==> config.mk <==
export PLATFORM = sky130hd
export DESIGN_NAME = bc1_to_bc5_block_decoder_flat
export DESIGN_NICKNAME = d
export VERILOG_FILES = /design/src/rtl/bc15_pkg.sv /design/src/rtl/bc15_if.sv /design/src/rtl/bc1_to_bc5_block_decoder.sv /design/src/rtl/bc15_pal.sv /design/src/flat_wrapper.sv
export SDC_FILE = /design/constraint.sdc
export NUM_CORES = 2
export LEC_CHECK = 0
export BUFFER_PORTS_ARGS = -buffer_cell sky130_fd_sc_hd__buf_2
export CAP_MARGIN = 40
export CELL_PAD_IN_SITES_DETAIL_PLACEMENT = 0
export CELL_PAD_IN_SITES_GLOBAL_PLACEMENT = 1
export CORE_MARGIN = 2
export CORE_UTILIZATION = 32
export CTS_BUF_LIST = sky130_fd_sc_hd__clkbuf_8
export DETAILED_ROUTE_END_ITERATION = 8
export HOLD_SLACK_MARGIN = 0.03
export PLACE_DENSITY_LB_ADDON = 0.1
export SYNTH_ARGS = -nofsm -noshare
export SYNTH_HDL_FRONTEND = slang
export SYNTH_SLANG_ARGS = --single-unit
==> constraint.sdc <==
create_clock -name clk_i -period 19.6 [get_ports clk_i]
set_clock_uncertainty 0.1 [all_clocks]
set_input_delay 4.9 -clock clk_i [delete_from_list [all_inputs] [get_ports clk_i]]
set_output_delay 4.9 -clock clk_i [all_outputs]
set_load 0.05 [all_outputs]
==> src/rtl/bc15_pkg.sv <==
// Shared types, format codes and arithmetic helpers for the BC1 to BC5 decoder.
// No dependencies; used by the interfaces, the palette pipeline and the top level.
package bc15_pkg;

  localparam int FmtW = 3;

  localparam logic [FmtW-1:0] FMT_BC1 = 3'd0;
  localparam logic [FmtW-1:0] FMT_BC2 = 3'd1;
  localparam logic [FmtW-1:0] FMT_BC3 = 3'd2;
  localparam logic [FmtW-1:0] FMT_BC4 = 3'd3;
  localparam logic [FmtW-1:0] FMT_BC5 = 3'd4;

  localparam logic [3:0] LAST_TEXEL = 4'd15;

  typedef logic [7:0] chan_t;
  typedef chan_t [31:0] exp5_tbl_t;
  typedef chan_t [63:0] exp6_tbl_t;

  localparam chan_t CHAN_MAX = 8'd255;

  // Palettes and raw index words of one block, handed to the serializer.
  typedef struct packed {
    logic [FmtW-1:0]  fmt;
    logic [63:0]      lo;
    logic [63:0]      hi;
    chan_t [3:0][2:0] cpal;   // [entry][R,G,B]
    chan_t            alpha3; // alpha of colour entry 3 in BC1
    chan_t [7:0]      spal0;
    chan_t [7:0]      spal1;
  } pal_t;

  function automatic exp5_tbl_t gen_exp5();
    exp5_tbl_t t;
    for (int i = 0; i < 32; i++) begin
      t[i] = chan_t'((i * 255) / 31);
    end
    return t;
  endfunction

  function automatic exp6_tbl_t gen_exp6();
    exp6_tbl_t t;
    for (int i = 0; i < 64; i++) begin
      t[i] = chan_t'((i * 255) / 63);
    end
    return t;
  endfunction

  localparam exp5_tbl_t EXP5 = gen_exp5();
  localparam exp6_tbl_t EXP6 = gen_exp6();

  // Truncating division by 3 for x below 2048, by reciprocal 683/2048.
  function automatic chan_t div3(input logic [9:0] x);
    logic [20:0] p;
    p = 21'(x) * 21'd683;
    return p[18:11];
  endfunction

  // Truncating division by 5 for x below 16384, by reciprocal 3277/16384.
  function automatic chan_t div5(input logic [10:0] x);
    logic [22:0] p;
    p = 23'(x) * 23'd3277;
    return p[21:14];
  endfunction

  // Truncating division by 7 for x below 5461, by reciprocal 2341/16384.
  function automatic chan_t div7(input logic [10:0] x);
    logic [22:0] p;
    p = 23'(x) * 23'd2341;
    return p[21:14];
  endfunction

endpackage

==> src/rtl/bc15_if.sv <==
// Handshake channel interfaces: compressed block input, texel output, format writes.
// Depends on bc15_pkg for the format width and channel type.
interface bc15_blk_if import bc15_pkg::*; ();
  logic        valid;
  logic        ready;
  logic [63:0] block_low;
  logic [63:0] block_high;

  modport source (output valid, block_low, block_high, input ready);
  modport sink   (input valid, block_low, block_high, output ready);
endinterface

interface bc15_texel_if import bc15_pkg::*; ();
  logic       valid;
  logic       ready;
  logic [1:0] texel_x;
  logic [1:0] texel_y;
  chan_t      red;
  chan_t      green;
  chan_t      blue;
  chan_t      alpha;
  logic       last_texel;

  modport source (output valid, texel_x, texel_y, red, green, blue, alpha, last_texel,
                  input ready);
  modport sink   (input valid, texel_x, texel_y, red, green, blue, alpha, last_texel,
                  output ready);
endinterface

interface bc15_cfg_if import bc15_pkg::*; ();
  logic            valid;
  logic            ready;
  logic [FmtW-1:0] format_select;

  modport source (output valid, format_select, input ready);
  modport sink   (input valid, format_select, output ready);
endinterface

==> src/rtl/bc1_to_bc5_block_decoder.sv <==
// Path: an accepted block passes palette stages A, B and C, the serializer and the output
// register in order; further blocks follow with no gap.
// Throughput: one texel per cycle on the texel channel while texel_o.ready is high; the
// palette pipeline buffers up to three more blocks behind the texel serializer.
// Reset: rst_ni clears all valid bits, the texel counter and format_select (BC1).
// Depends on bc15_pkg, the bc15 interfaces and bc15_pal.
module bc1_to_bc5_block_decoder import bc15_pkg::*; (
  input  logic        clk_i,
  input  logic        rst_ni,
  bc15_blk_if.sink    blk_i,
  bc15_cfg_if.sink    cfg_i,
  bc15_texel_if.source texel_o
);

  logic [FmtW-1:0] fmt_q;

  logic pal_valid, pal_ready;
  pal_t pal;

  logic       ser_valid_q;
  logic [3:0] ser_cnt_q;
  pal_t       ser_pal_q;
  logic       ser_mv, ser_done;

  logic        out_valid_q;
  logic [3:0]  out_pos_q;
  chan_t       out_r_q, out_g_q, out_b_q, out_a_q;
  chan_t       tex_r, tex_g, tex_b, tex_a;
  logic [31:0] cidx_word;
  logic [1:0]  ci;
  logic [5:0]  sidx_pos;
  logic [47:0] sidx0_word, sidx1_word;
  logic [2:0]  si0, si1;
  logic [3:0]  alpha4;

  assign cfg_i.ready = 1'b1;

  always_ff @(posedge clk_i or negedge rst_ni) begin
    if (!rst_ni) begin
      fmt_q <= FMT_BC1;
    end else if (cfg_i.valid) begin
      fmt_q <= cfg_i.format_select;
    end
  end

  bc15_pal u_pal (
    .clk_i       (clk_i),
    .rst_ni      (rst_ni),
    .in_valid_i  (blk_i.valid),
    .in_ready_o  (blk_i.ready),
    .fmt_i       (fmt_q),
    .lo_i        (blk_i.block_low),
    .hi_i        (blk_i.block_high),
    .out_valid_o (pal_valid),
    .out_ready_i (pal_ready),
    .out_o       (pal)
  );

  // The serializer steps through the sixteen texels whenever the output register frees up.
  assign ser_mv    = ser_valid_q && (!out_valid_q || texel_o.ready);
  assign ser_done  = ser_mv && (ser_cnt_q == LAST_TEXEL);
  assign pal_ready = !ser_valid_q || ser_done;

  always_ff @(posedge clk_i or negedge rst_ni) begin
    if (!rst_ni) begin
      ser_valid_q <= 1'b0;
      ser_cnt_q   <= 4'd0;
    end else begin
      if (pal_ready) begin
        ser_valid_q <= pal_valid;
        ser_cnt_q   <= 4'd0;
      end else if (ser_mv) begin
        ser_cnt_q <= ser_cnt_q + 4'd1;
      end
    end
  end

  always_ff @(posedge clk_i) begin
    if (pal_ready && pal_valid) begin
      ser_pal_q <= pal;
    end
  end

  // Index extraction for the current texel.
  assign cidx_word  = (ser_pal_q.fmt == FMT_BC1) ? ser_pal_q.lo[63:32] : ser_pal_q.hi[63:32];
  assign ci         = cidx_word[{ser_cnt_q, 1'b0} +: 2];
  assign sidx_pos   = {2'b00, ser_cnt_q} + {1'b0, ser_cnt_q, 1'b0};
  assign sidx0_word = ser_pal_q.lo[63:16];
  assign sidx1_word = ser_pal_q.hi[63:16];
  assign si0        = sidx0_word[sidx_pos +: 3];
  assign si1        = sidx1_word[sidx_pos +: 3];
  assign alpha4     = ser_pal_q.lo[{ser_cnt_q, 2'b00} +: 4];

  always_comb begin
    tex_r = 8'd0;
    tex_g = 8'd0;
    tex_b = 8'd0;
    tex_a = CHAN_MAX;
    case (ser_pal_q.fmt)
      FMT_BC1: begin
        tex_r = ser_pal_q.cpal[ci][0];
        tex_g = ser_pal_q.cpal[ci][1];
        tex_b = ser_pal_q.cpal[ci][2];
        tex_a = (ci == 2'd3) ? ser_pal_q.alpha3 : CHAN_MAX;
      end
      FMT_BC2: begin
        tex_r = ser_pal_q.cpal[ci][0];
        tex_g = ser_pal_q.cpal[ci][1];
        tex_b = ser_pal_q.cpal[ci][2];
        // Four-bit alpha times 17 is the nibble repeated.
        tex_a = {alpha4, alpha4};
      end
      FMT_BC3: begin
        tex_r = ser_pal_q.cpal[ci][0];
        tex_g = ser_pal_q.cpal[ci][1];
        tex_b = ser_pal_q.cpal[ci][2];
        tex_a = ser_pal_q.spal0[si0];
      end
      FMT_BC4: begin
        tex_r = ser_pal_q.spal0[si0];
      end
      FMT_BC5: begin
        tex_r = ser_pal_q.spal0[si0];
        tex_g = ser_pal_q.spal1[si1];
      end
      default: begin
        tex_a = CHAN_MAX;
      end
    endcase
  end

  always_ff @(posedge clk_i or negedge rst_ni) begin
    if (!rst_ni) begin
      out_valid_q <= 1'b0;
    end else if (ser_mv) begin
      out_valid_q <= 1'b1;
    end else if (texel_o.ready) begin
      out_valid_q <= 1'b0;
    end
  end

  always_ff @(posedge clk_i) begin
    if (ser_mv) begin
      out_pos_q <= ser_cnt_q;
      out_r_q   <= tex_r;
      out_g_q   <= tex_g;
      out_b_q   <= tex_b;
      out_a_q   <= tex_a;
    end
  end

  assign texel_o.valid      = out_valid_q;
  assign texel_o.texel_x    = out_pos_q[1:0];
  assign texel_o.texel_y    = out_pos_q[3:2];
  assign texel_o.red        = out_r_q;
  assign texel_o.green      = out_g_q;
  assign texel_o.blue       = out_b_q;
  assign texel_o.alpha      = out_a_q;
  assign texel_o.last_texel = (out_pos_q == LAST_TEXEL);

endmodule

==> src/rtl/bc15_pal.sv <==
// Three-stage palette pipeline: endpoint expansion, weighted sums, reciprocal division.
// Depends on bc15_pkg for pal_t, the expansion tables and the division helpers.
module bc15_pal import bc15_pkg::*; (
  input  logic            clk_i,
  input  logic            rst_ni,
  input  logic            in_valid_i,
  output logic            in_ready_o,
  input  logic [FmtW-1:0] fmt_i,
  input  logic [63:0]     lo_i,
  input  logic [63:0]     hi_i,
  output logic            out_valid_o,
  input  logic            out_ready_i,
  output pal_t            out_o
);

  logic a_valid_q, b_valid_q, c_valid_q;
  logic a_ready, b_ready, c_ready;

  // Stage A
  logic [FmtW-1:0] a_fmt_q;
  logic [63:0]     a_lo_q, a_hi_q;
  chan_t [2:0]     a_ca_q, a_cb_q, a_ca_d, a_cb_d;
  logic            a_four_q, a_four_d;
  logic [31:0]     cword;

  // Stage B
  logic [FmtW-1:0]        b_fmt_q;
  logic [63:0]            b_lo_q, b_hi_q;
  chan_t [2:0]            b_ca_q, b_cb_q;
  logic                   b_four_q;
  logic [2:0][9:0]        b_s2ab_q, b_sa2b_q, b_s2ab_d, b_sa2b_d;
  logic [2:0][8:0]        b_sab_q, b_sab_d;
  logic [1:0][5:0][10:0]  b_w7_q, b_w7_d;
  logic [1:0][3:0][10:0]  b_w5_q, b_w5_d;
  logic [1:0]             b_gt_q, b_gt_d;
  chan_t [1:0]            e0, e1;

  // Stage C
  pal_t c_pal_q, c_pal_d;

  assign c_ready    = !c_valid_q || out_ready_i;
  assign b_ready    = !b_valid_q || c_ready;
  assign a_ready    = !a_valid_q || b_ready;
  assign in_ready_o = a_ready;

  always_ff @(posedge clk_i or negedge rst_ni) begin
    if (!rst_ni) begin
      a_valid_q <= 1'b0;
      b_valid_q <= 1'b0;
      c_valid_q <= 1'b0;
    end else begin
      if (a_ready) a_valid_q <= in_valid_i;
      if (b_ready) b_valid_q <= a_valid_q;
      if (c_ready) c_valid_q <= b_valid_q;
    end
  end

  // Stage A: pick the colour half and expand both R5G6B5 endpoints.
  assign cword = (fmt_i == FMT_BC1) ? lo_i[31:0] : hi_i[31:0];

  always_comb begin
    a_ca_d[0] = EXP5[cword[15:11]];
    a_ca_d[1] = EXP6[cword[10:5]];
    a_ca_d[2] = EXP5[cword[4:0]];
    a_cb_d[0] = EXP5[cword[31:27]];
    a_cb_d[1] = EXP6[cword[26:21]];
    a_cb_d[2] = EXP5[cword[20:16]];
    // Only BC1 may fall back to the three-colour mode.
    a_four_d  = (fmt_i != FMT_BC1) || (cword[15:0] > cword[31:16]);
  end

  always_ff @(posedge clk_i) begin
    if (a_ready) begin
      a_fmt_q  <= fmt_i;
      a_lo_q   <= lo_i;
      a_hi_q   <= hi_i;
      a_ca_q   <= a_ca_d;
      a_cb_q   <= a_cb_d;
      a_four_q <= a_four_d;
    end
  end

  // Stage B: weighted endpoint sums for both palette kinds.
  assign e0[0] = a_lo_q[7:0];
  assign e1[0] = a_lo_q[15:8];
  assign e0[1] = a_hi_q[7:0];
  assign e1[1] = a_hi_q[15:8];

  always_comb begin
    for (int ch = 0; ch < 3; ch++) begin
      b_s2ab_d[ch] = {1'b0, a_ca_q[ch], 1'b0} + {2'b00, a_cb_q[ch]};
      b_sa2b_d[ch] = {2'b00, a_ca_q[ch]} + {1'b0, a_cb_q[ch], 1'b0};
      b_sab_d[ch]  = {1'b0, a_ca_q[ch]} + {1'b0, a_cb_q[ch]};
    end
    for (int s = 0; s < 2; s++) begin
      b_gt_d[s] = e0[s] > e1[s];
      for (int j = 0; j < 6; j++) begin
        b_w7_d[s][j] = 11'(e0[s]) * 11'(6 - j) + 11'(e1[s]) * 11'(j + 1);
      end
      for (int j = 0; j < 4; j++) begin
        b_w5_d[s][j] = 11'(e0[s]) * 11'(4 - j) + 11'(e1[s]) * 11'(j + 1);
      end
    end
  end

  always_ff @(posedge clk_i) begin
    if (b_ready) begin
      b_fmt_q  <= a_fmt_q;
      b_lo_q   <= a_lo_q;
      b_hi_q   <= a_hi_q;
      b_ca_q   <= a_ca_q;
      b_cb_q   <= a_cb_q;
      b_four_q <= a_four_q;
      b_s2ab_q <= b_s2ab_d;
      b_sa2b_q <= b_sa2b_d;
      b_sab_q  <= b_sab_d;
      b_w7_q   <= b_w7_d;
      b_w5_q   <= b_w5_d;
      b_gt_q   <= b_gt_d;
    end
  end

  // Stage C: divide the sums and assemble the palettes.
  always_comb begin
    c_pal_d.fmt    = b_fmt_q;
    c_pal_d.lo     = b_lo_q;
    c_pal_d.hi     = b_hi_q;
    c_pal_d.alpha3 = b_four_q ? CHAN_MAX : 8'd0;
    for (int ch = 0; ch < 3; ch++) begin
      c_pal_d.cpal[0][ch] = b_ca_q[ch];
      c_pal_d.cpal[1][ch] = b_cb_q[ch];
      if (b_four_q) begin
        c_pal_d.cpal[2][ch] = div3(b_s2ab_q[ch]);
        c_pal_d.cpal[3][ch] = div3(b_sa2b_q[ch]);
      end else begin
        c_pal_d.cpal[2][ch] = b_sab_q[ch][8:1];
        c_pal_d.cpal[3][ch] = 8'd0;
      end
    end
    c_pal_d.spal0[0] = b_lo_q[7:0];
    c_pal_d.spal0[1] = b_lo_q[15:8];
    c_pal_d.spal1[0] = b_hi_q[7:0];
    c_pal_d.spal1[1] = b_hi_q[15:8];
    for (int j = 0; j < 6; j++) begin
      if (b_gt_q[0]) begin
        c_pal_d.spal0[j+2] = div7(b_w7_q[0][j]);
      end else if (j < 4) begin
        c_pal_d.spal0[j+2] = div5(b_w5_q[0][j]);
      end else begin
        c_pal_d.spal0[j+2] = (j == 4) ? 8'd0 : CHAN_MAX;
      end
      if (b_gt_q[1]) begin
        c_pal_d.spal1[j+2] = div7(b_w7_q[1][j]);
      end else if (j < 4) begin
        c_pal_d.spal1[j+2] = div5(b_w5_q[1][j]);
      end else begin
        c_pal_d.spal1[j+2] = (j == 4) ? 8'd0 : CHAN_MAX;
      end
    end
  end

  always_ff @(posedge clk_i) begin
    if (c_ready) begin
      c_pal_q <= c_pal_d;
    end
  end

  assign out_valid_o = c_valid_q;
  assign out_o       = c_pal_q;

endmodule

==> src/flat_wrapper.sv <==
// flat-port wrapper written by rule: the top's interface ports become plain ports
module bc1_to_bc5_block_decoder_flat import bc15_pkg::*;
  (clk_i, rst_ni, blk_i_valid, blk_i_block_low, blk_i_block_high, blk_i_ready, cfg_i_valid, cfg_i_format_select, cfg_i_ready, texel_o_valid, texel_o_texel_x, texel_o_texel_y, texel_o_red, texel_o_green, texel_o_blue, texel_o_alpha, texel_o_last_texel, texel_o_ready);
  bc15_blk_if blk_i_i ();
  bc15_cfg_if cfg_i_i ();
  bc15_texel_if texel_o_i ();
  input  logic clk_i;
  input  logic rst_ni;
  input wire logic [$bits(blk_i_i.valid)-1:0] blk_i_valid;
  input wire logic [$bits(blk_i_i.block_low)-1:0] blk_i_block_low;
  input wire logic [$bits(blk_i_i.block_high)-1:0] blk_i_block_high;
  output wire logic [$bits(blk_i_i.ready)-1:0] blk_i_ready;
  input wire logic [$bits(cfg_i_i.valid)-1:0] cfg_i_valid;
  input wire logic [$bits(cfg_i_i.format_select)-1:0] cfg_i_format_select;
  output wire logic [$bits(cfg_i_i.ready)-1:0] cfg_i_ready;
  output wire logic [$bits(texel_o_i.valid)-1:0] texel_o_valid;
  output wire logic [$bits(texel_o_i.texel_x)-1:0] texel_o_texel_x;
  output wire logic [$bits(texel_o_i.texel_y)-1:0] texel_o_texel_y;
  output wire logic [$bits(texel_o_i.red)-1:0] texel_o_red;
  output wire logic [$bits(texel_o_i.green)-1:0] texel_o_green;
  output wire logic [$bits(texel_o_i.blue)-1:0] texel_o_blue;
  output wire logic [$bits(texel_o_i.alpha)-1:0] texel_o_alpha;
  output wire logic [$bits(texel_o_i.last_texel)-1:0] texel_o_last_texel;
  input wire logic [$bits(texel_o_i.ready)-1:0] texel_o_ready;
  assign blk_i_i.valid = blk_i_valid;
  assign blk_i_i.block_low = blk_i_block_low;
  assign blk_i_i.block_high = blk_i_block_high;
  assign blk_i_ready = blk_i_i.ready;
  assign cfg_i_i.valid = cfg_i_valid;
  assign cfg_i_i.format_select = cfg_i_format_select;
  assign cfg_i_ready = cfg_i_i.ready;
  assign texel_o_valid = texel_o_i.valid;
  assign texel_o_texel_x = texel_o_i.texel_x;
  assign texel_o_texel_y = texel_o_i.texel_y;
  assign texel_o_red = texel_o_i.red;
  assign texel_o_green = texel_o_i.green;
  assign texel_o_blue = texel_o_i.blue;
  assign texel_o_alpha = texel_o_i.alpha;
  assign texel_o_last_texel = texel_o_i.last_texel;
  assign texel_o_i.ready = texel_o_ready;
  bc1_to_bc5_block_decoder u_core (.clk_i(clk_i), .rst_ni(rst_ni), .blk_i(blk_i_i), .cfg_i(cfg_i_i), .texel_o(texel_o_i));
endmodule
=== Yosys cells after proc, flatten, opt, wreduce, memory -nomap -nowiden ===
Memory sizes are Yosys's and may differ from the RTL's. A register that Yosys moved wholly into a read port is not among the register bits.
Cells that the tools add are included.

* Word-level logic and storage cells: 261
* Memories: 6
* Input bits: 136
* Memory bits (read-only): 2,048
* Flip-flop bits (word level): 1,395

{| class="wikitable"
|+ Memories
! name !! words !! width !! rd ports !! clocked after Yosys merged registers in !! wr ports !! line !! text
|-
| (no name shown) || 64 || 8 || 1 || 1 || 0 || bc15_pal.sv:66 || <nowiki>a_cb_d[1] = EXP6[cword[26:21]];</nowiki>
|-
| (no name shown) || 64 || 8 || 1 || 1 || 0 || bc15_pal.sv:63 || <nowiki>a_ca_d[1] = EXP6[cword[10:5]];</nowiki>
|-
| (no name shown) || 32 || 8 || 1 || 1 || 0 || bc15_pal.sv:67 || <nowiki>a_cb_d[2] = EXP5[cword[20:16]];</nowiki>
|-
| (no name shown) || 32 || 8 || 1 || 1 || 0 || bc15_pal.sv:65 || <nowiki>a_cb_d[0] = EXP5[cword[31:27]];</nowiki>
|-
| (no name shown) || 32 || 8 || 1 || 1 || 0 || bc15_pal.sv:64 || <nowiki>a_ca_d[2] = EXP5[cword[4:0]];</nowiki>
|-
| (no name shown) || 32 || 8 || 1 || 1 || 0 || bc15_pal.sv:62 || <nowiki>a_ca_d[0] = EXP5[cword[15:11]];</nowiki>
|}

* Order comparisons: 6
* $mul: 38
* Mux-type cells: 28
* $add $sub $neg: 31
* Reductions and logical operators: 21
* Shifts and indexed selects: 4
* Equality and inequality tests: 7

{| class="wikitable"
|+ Operators with widths
! kind !! count
|-
| multiplier 11 x 12 -> 22 bit (second input constant) || 20
|-
| two-way mux 8 bit || 15
|-
| multiplier 10 x 10 -> 19 bit (second input constant) || 6
|-
| variable part select 48 x 7 -> 3 bit || 2
|-
| multiplier 8 x 2 -> 10 bit (second input constant) || 8
|-
| two-way mux 32 bit || 2
|-
| variable part select 64 x 7 -> 4 bit || 1
|-
| binary-select mux 24 bit (select 2 bit) || 1
|-
| binary-select mux 8 bit (select 3 bit) || 2
|-
| adder 10 x 10 -> 11 bit || 4
|-
| multiplier 8 x 3 -> 11 bit (second input constant) || 4
|-
| one-hot mux 8 bit (2 select lines) || 2
|-
| variable part select 32 x 6 -> 2 bit || 1
|-
| adder 8 x 9 -> 10 bit || 3
|-
| adder 9 x 8 -> 10 bit || 3
|-
| adder 8 x 8 -> 9 bit || 3
|-
| two-way mux 24 bit || 1
|-
| one-hot mux 8 bit (3 select lines) || 1
|-
| adder 10 x 8 -> 11 bit || 2
|-
| adder 10 x 9 -> 11 bit || 2
|-
| adder 11 x 8 -> 11 bit || 2
|-
| adder 11 x 9 -> 11 bit || 2
|-
| adder 8 x 10 -> 11 bit || 2
|-
| adder 8 x 11 -> 11 bit || 2
|-
| 23 further kinds || 44
|}

=== Logic depth before layout (Yosys ltp) ===
* Depth in word-level cells: 8
* Depth in mapped cells: 21
* Depth with buffers taken out: 21

=== By module ===
A second synthesis with hierarchy kept.

* Cells, all modules: 8,268
* Area total of the unflattened synthesis: 103,076.4 sq um

{| class="wikitable"
|+ Modules (own cells, without submodules)
! module !! instances !! cells each !! area each (sq um)
|-
| bc15_pal || 1 || 7,279 || 85,221.7
|-
| bc1_to_bc5_block_decoder || 1 || 989 || 17,854.6
|}

=== Least setup slack after synthesis ===
Ideal clock, no wire load.

* Path kind: input to register
* From: input port texel_o_ready
* To: register u_core.u_pal.b_ca_q[0] (netlist name) (enable)
* Setup slack: -179 ps
* Library setup time: 4,388 ps
* Data arrival time: 15,291 ps
* Cell stages on the path: 4
* Path buffers: 0
* Required time: 15,112 ps
* Cell sequence: nand2b_1 -> nand2_1 -> o21a_1 -> nand3_1

* Word-level cells in the longest chain between the ends: 6

{| class="wikitable"
|+ Ends and longest elaborated chain
! item !! line !! text
|-
| start, declared || flat_wrapper.sv:24 || <nowiki>input wire logic [$bits(texel_o_i.ready)-1:0] texel_o_ready;</nowiki>
|-
| logical OR 1 bit || bc1_to_bc5_block_decoder.sv:60 || <nowiki>assign ser_mv = ser_valid_q && (!out_valid_q || texel_o.ready);</nowiki>
|-
| logical AND 1 bit || bc1_to_bc5_block_decoder.sv:60 ||
|-
| logical AND 1 bit || bc1_to_bc5_block_decoder.sv:61 || <nowiki>assign ser_done = ser_mv && (ser_cnt_q == LAST_TEXEL);</nowiki>
|-
| logical OR 1 bit || bc1_to_bc5_block_decoder.sv:62 || <nowiki>assign pal_ready = !ser_valid_q || ser_done;</nowiki>
|-
| logical OR 1 bit || bc15_pal.sv:41 || <nowiki>assign c_ready = !c_valid_q || out_ready_i;</nowiki>
|-
| logical OR 1 bit || bc15_pal.sv:42 || <nowiki>assign b_ready = !b_valid_q || c_ready;</nowiki>
|-
| via u_core.u_pal.b_ready || bc15_pal.sv:17 || <nowiki>logic a_ready, b_ready, c_ready;</nowiki>
|-
| end signal, assigned || bc15_pal.sv:111 || <nowiki>b_ca_q <= a_ca_q;</nowiki>
|-
| end, declared || bc15_pal.sv:29 || <nowiki>chan_t [2:0] b_ca_q, b_cb_q;</nowiki>
|}

The timed path passes the listed nets, and every way through them passes these cells.
A chain may end at the register's enable or synchronous reset.

=== Final worst setup path ===
* From: input port texel_o_ready
* To: output port blk_i_ready

* Word-level cells in the longest chain between the ends: 7

{| class="wikitable"
|+ Ends and longest elaborated chain
! item !! line !! text
|-
| logical OR 1 bit || bc1_to_bc5_block_decoder.sv:60 ||
|-
| logical AND 1 bit || bc1_to_bc5_block_decoder.sv:60 ||
|-
| logical AND 1 bit || bc1_to_bc5_block_decoder.sv:61 ||
|-
| logical OR 1 bit || bc1_to_bc5_block_decoder.sv:62 ||
|-
| logical OR 1 bit || bc15_pal.sv:41 ||
|-
| logical OR 1 bit || bc15_pal.sv:42 ||
|-
| logical OR 1 bit || bc15_pal.sv:43 || <nowiki>assign a_ready = !a_valid_q || b_ready;</nowiki>
|-
| end, declared || flat_wrapper.sv:12 || <nowiki>output wire logic [$bits(blk_i_i.ready)-1:0] blk_i_ready;</nowiki>
|}

Every way passes these cells.

==> flow_summary_export.csv <==
group,metric,value,unit
outcome,run_status,"completed",
synthesis,yosys.cell_types.count,91,
cts,cts_tree,"built",
synthesis,syn_area,101000,µm²
die,core_region,315000,µm²
final_layout,layout_common_cells,"sky130_fd_sc_hd__ha_1 (1906), sky130_fd_sc_hd__inv_1 (1664), sky130_fd_sc_hd__edfxtp_1 (1316)",
synthesis,synth-seq-cells,1328,
synthesis,synth-main-ff-cell,"sky130_fd_sc_hd__edfxtp_1",
cts,ctsResizeCount,0,
place,place_inst,12400,
cts,cts_hold_buf,0,
global_route,grt_first_pass_wirelength,405000,µm
worst_hold_path,hold_path.startpoint,"u_core.u_pal.a_four_q",
cts,cts.sink_count,1328,
sta,timing.final.crit_share,58.7,%
worst_setup_path,worstSetupStartpointType,"input pin",
sta,grt_setup_unrepaired,"false",
sta,slew_viol_final,0,
global_route,global_route.overflow_total,0,
worst_setup_path,cp_slowest_stage_delay,0.47,ns
final_layout,finalNonFillerCells,12900,
worst_setup_path,cp-end-kind,"output pin",
synthesis,synth-async-reset-ratio,0.904,%
die,fp.dieArea,321000,µm²
cts,cts_buffer_depth,4,
sta,finalHoldViolations,0,
cts,h-tree-depth,4,
routing,drt-total-wl,266000,µm
sta,finalSetupViolCount,0,
synthesis,synthDominantAreaCellType,"sky130_fd_sc_hd__edfxtp_1",
synthesis,synth-warning-count,0,
worst_setup_path,critical-path-top-cell-by-count,"sky130_fd_sc_hd__buf_2",
pwr,pwr_density_cell,102,nW/µm²
cts,worst_skew_pair.late_latency,1.03,ns
worst_setup_path,critPathLaunch,"texel_o_ready",
cts,number_of_setup_buffers_added_after_cts,0,
die,initial_core_util,32.2,%
worst_setup_path,critical_path_cell_list,"buf_2, nand2b_1, nand2_1, o21a_1, nand4_1, buf_4, buf_2",
sta,timing_worst_slew_pin_value,1.03,ns
worst_hold_path,type_of_the_tightest_min_delay_check,"register to register",
synthesis,synth_area_per_cell,12.6,µm²
synthesis,yosys-top-cells-area,"sky130_fd_sc_hd__edfxtp_1 (39%), sky130_fd_sc_hd__ha_1 (24%), sky130_fd_sc_hd__fa_1 (12%)",
routing,drc_errors,0,
final_layout,final_net_count,11200,
worst_setup_path,timing.critical_path.fanout_max,25,
worst_setup_path,r2r-start,"u_core.ser_cnt_q[0]",
routing,routed-via-count,59800,
global_route,grt_max_degree,130,
cts,clock_root_cell,"sky130_fd_sc_hd__clkbuf_8",
flow_run,drv.max_cap_violation_count,0,
routing,routed_wire_length_per_instance,20.7,µm
routing,via_per_inst,4.65,
place,placement.io_buffers,174,
global_route,globalRouteTotalUtil,16.7,%
routing,ant_nets,0,
sta,timing.fmax,86.9,MHz
final_layout,drive_gt1_share,9.41,%
global_route,first_global_vias,64000,
synthesis,syn-num-nets,10700,
pwr,power.ir.vdd_worst,0.149,mV
worst_setup_path,criticalPathCategory,"input pin to output pin",
place,post_dp_cell_area,108000,µm²
sta,timing.max_slew.rel_slack,31.2,%
routing,first_iter_violations,3099,
worst_setup_path,timing.critical_path.slowest_stage_cell,"sky130_fd_sc_hd__buf_4",
routing,drt_first_pass_iters,7,
final_layout,layout-area-overhead-vs-synth,11.2,%
final_layout,area_used_by_sequential_logic_in_the_layout,39800,µm²
sta,fin_tns_setup,0,ns
synthesis,netlist.area_leader.share,39.0,%
sta,finalWorstPathRequiredPeriod,11.51,ns
die,rows,206,
die,boundary_pin_count,176,
final_layout,layout.cells.most_common,"sky130_fd_sc_hd__ha_1",
die,die_x,567,µm
place,detailed_place_hpwl,211000,µm
worst_setup_path,worstPathArrival,6.51,ns
global_route,antenna_found_initial,15,
final_layout,footprint_of_the_multi_input_gates,55000,µm²
synthesis,syn_inst,8068,
final_layout,n_fill_cell,31000,
pwr,p_leak,51.0,nW
cts,cts_made_buffers,237,
place,finalWeightedCongestion,0.837,
cts,worst_setup_hold_path_clk_slew,0.06,ns
final_layout,final_cell_area,113000,µm²
worst_setup_path,cp_data_required_time,14.60,ns
worst_setup_path,crit_buf_inv,3,
worst_setup_path,dominant_delay_contributor_by_cell_family_on_the_critical_path,"buffers and inverters",
synthesis,portion_of_the_post_synthesis_area_used_by_sequential_elements,39.3,%
die,die_y,567,µm
synthesis,synth-edff-count,1316,
==> cell usage after synthesis (15+ instances only) <==
cell type / count
sky130_fd_sc_hd__ha_1: 1907
sky130_fd_sc_hd__inv_1: 1604
sky130_fd_sc_hd__edfxtp_1: 1316
sky130_fd_sc_hd__fa_1: 612
sky130_fd_sc_hd__xnor2_1: 324
sky130_fd_sc_hd__a21oi_1: 322
sky130_fd_sc_hd__nor2_1: 204
sky130_fd_sc_hd__nand2_1: 163
sky130_fd_sc_hd__o21ai_0: 157
sky130_fd_sc_hd__mux2i_1: 126
sky130_fd_sc_hd__o21bai_1: 126
sky130_fd_sc_hd__xor2_1: 117
sky130_fd_sc_hd__mux4_2: 113
sky130_fd_sc_hd__a21o_1: 101
sky130_fd_sc_hd__nand3_1: 64
sky130_fd_sc_hd__nor3_1: 63
sky130_fd_sc_hd__nor2b_1: 58
sky130_fd_sc_hd__o21a_1: 56
sky130_fd_sc_hd__mux2_2: 44
sky130_fd_sc_hd__a211oi_1: 38
sky130_fd_sc_hd__a31oi_1: 38
sky130_fd_sc_hd__nand2b_1: 34
sky130_fd_sc_hd__clkbuf_1: 31
sky130_fd_sc_hd__or3_1: 29
sky130_fd_sc_hd__nand4_1: 27
sky130_fd_sc_hd__buf_2: 24
sky130_fd_sc_hd__o31ai_1: 24
sky130_fd_sc_hd__and3_1: 22
sky130_fd_sc_hd__and2_1: 20
sky130_fd_sc_hd__o2111ai_1: 19
sky130_fd_sc_hd__o211ai_1: 19
sky130_fd_sc_hd__a22oi_1: 16
sky130_fd_sc_hd__or2_2: 15
==> worst register-to-register path: cells and delay by family, from the launching register on <==
kind	cells	cell delay, ns
compound gates	3	1.47
fa+ha+maj	2	0.82
buf+inv	3	1.61
flops	1	0.77
mux	1	0.43
simple gates	3	0.64
==> flip-flops by register name, summed over array words and instances (netlist names), 4 cells and up <==
name	cells
u_core.out_pos_q	4
u_core.u_pal.a_cb_q	24
u_core.texel_o.green	8
u_core.u_pal.a_ca_q	24
u_core.texel_o.red	8
u_core.u_pal.b_s2ab_q	27
u_core.u_pal.out_o	324
u_core.u_pal.b_hi_q	64
u_core.u_pal.b_w7_q	116
u_core.texel_o.alpha	8
u_core.u_pal.b_lo_q	64
u_core.texel_o.blue	8
u_core.u_pal.b_sa2b_q	27
u_core.u_pal.b_cb_q	24
u_core.ser_cnt_q	4
u_core.ser_pal_q	324
u_core.u_pal.b_sab_q	24
u_core.u_pal.a_lo_q	64
u_core.u_pal.a_hi_q	64
u_core.u_pal.b_w5_q	76
u_core.u_pal.b_ca_q	24
==> report_power, final <==
group	switching (mW)	internal (mW)	total (mW)
logic	3.19	2.15	5.34
registers	0.121	3.41	3.53
clock network	1.22	1.37	2.59
==> worst paths after layout <==
check / endpoint / slack (ns) / depth (start not counted)
min in group asynchronous: u_core.texel_o.valid / 3.72 / 1
hold / removal: u_core.u_pal.b_four_q / 0.23 / 0
hold reg to reg: u_core.u_pal.b_four_q / 0.23 / 0
max in group asynchronous: u_core.ser_cnt_q[0] / 15.30 / 1
setup reg to reg: u_core.texel_o.alpha[7] / 13.44 / 12
setup / recovery: blk_i_ready / 8.09 / 7
==> cell families (layout without fill, tap and decap cells) <==
logic type                 after synthesis  after routing  share of synthesized area, %
and+or+nand+nor                        743            743                          3.60
xor gates and xnor gates               442            442                          3.84
muxes                                  299            299                          4.46
buffers and inverters                 1691           2327                          6.43
AOI/OAI and AO/OA                     1045           1045                          6.72
DFF                                   1328           1328                          39.3
other                                    1              6                       0.00370
adders and majority gates             2519           2519                          35.6
==> cell type report <==
class / count / area share [%]
multi-input combinational: 5049 / 48.8
sequential: 1328 / 35.3
inverter: 1608 / 5.36
tap: 4160 / 4.62
clock buffer: 240 / 2.93
timing repair buffer: 293 / 1.72
clock inverter: 186 / 1.17
antenna: 5 / 0.0111
==> per-layer routing <==
layer / vias to the layer above / track usage [%] / part of all wire (%)
li1: 29200 / - / -
met1: 29600 / 22.7 / 47
met2: 710 / 28.4 / 48
met3: 281 / 1.68 / 2.9
met4: 0 / 3.93 / 2.2
met5: - / 0 / 0
==> stage by stage <==
step	utilization [%]	hold WS [ns]	setup WS [ns]	power, mW
after detailed placement	34.3	0.305	8.04	9.01
after CTS	35.8	0.214	8.03	11.7
after global routing	35.8	0.231	7.95	12.4
final	35.8	0.232	8.09	11.5
after floorplan	-	0.300	3.90	7.38
after global placement	34.2	0.301	8.03	8.99
No activity file was read; power rests on OpenSTA's default activity.
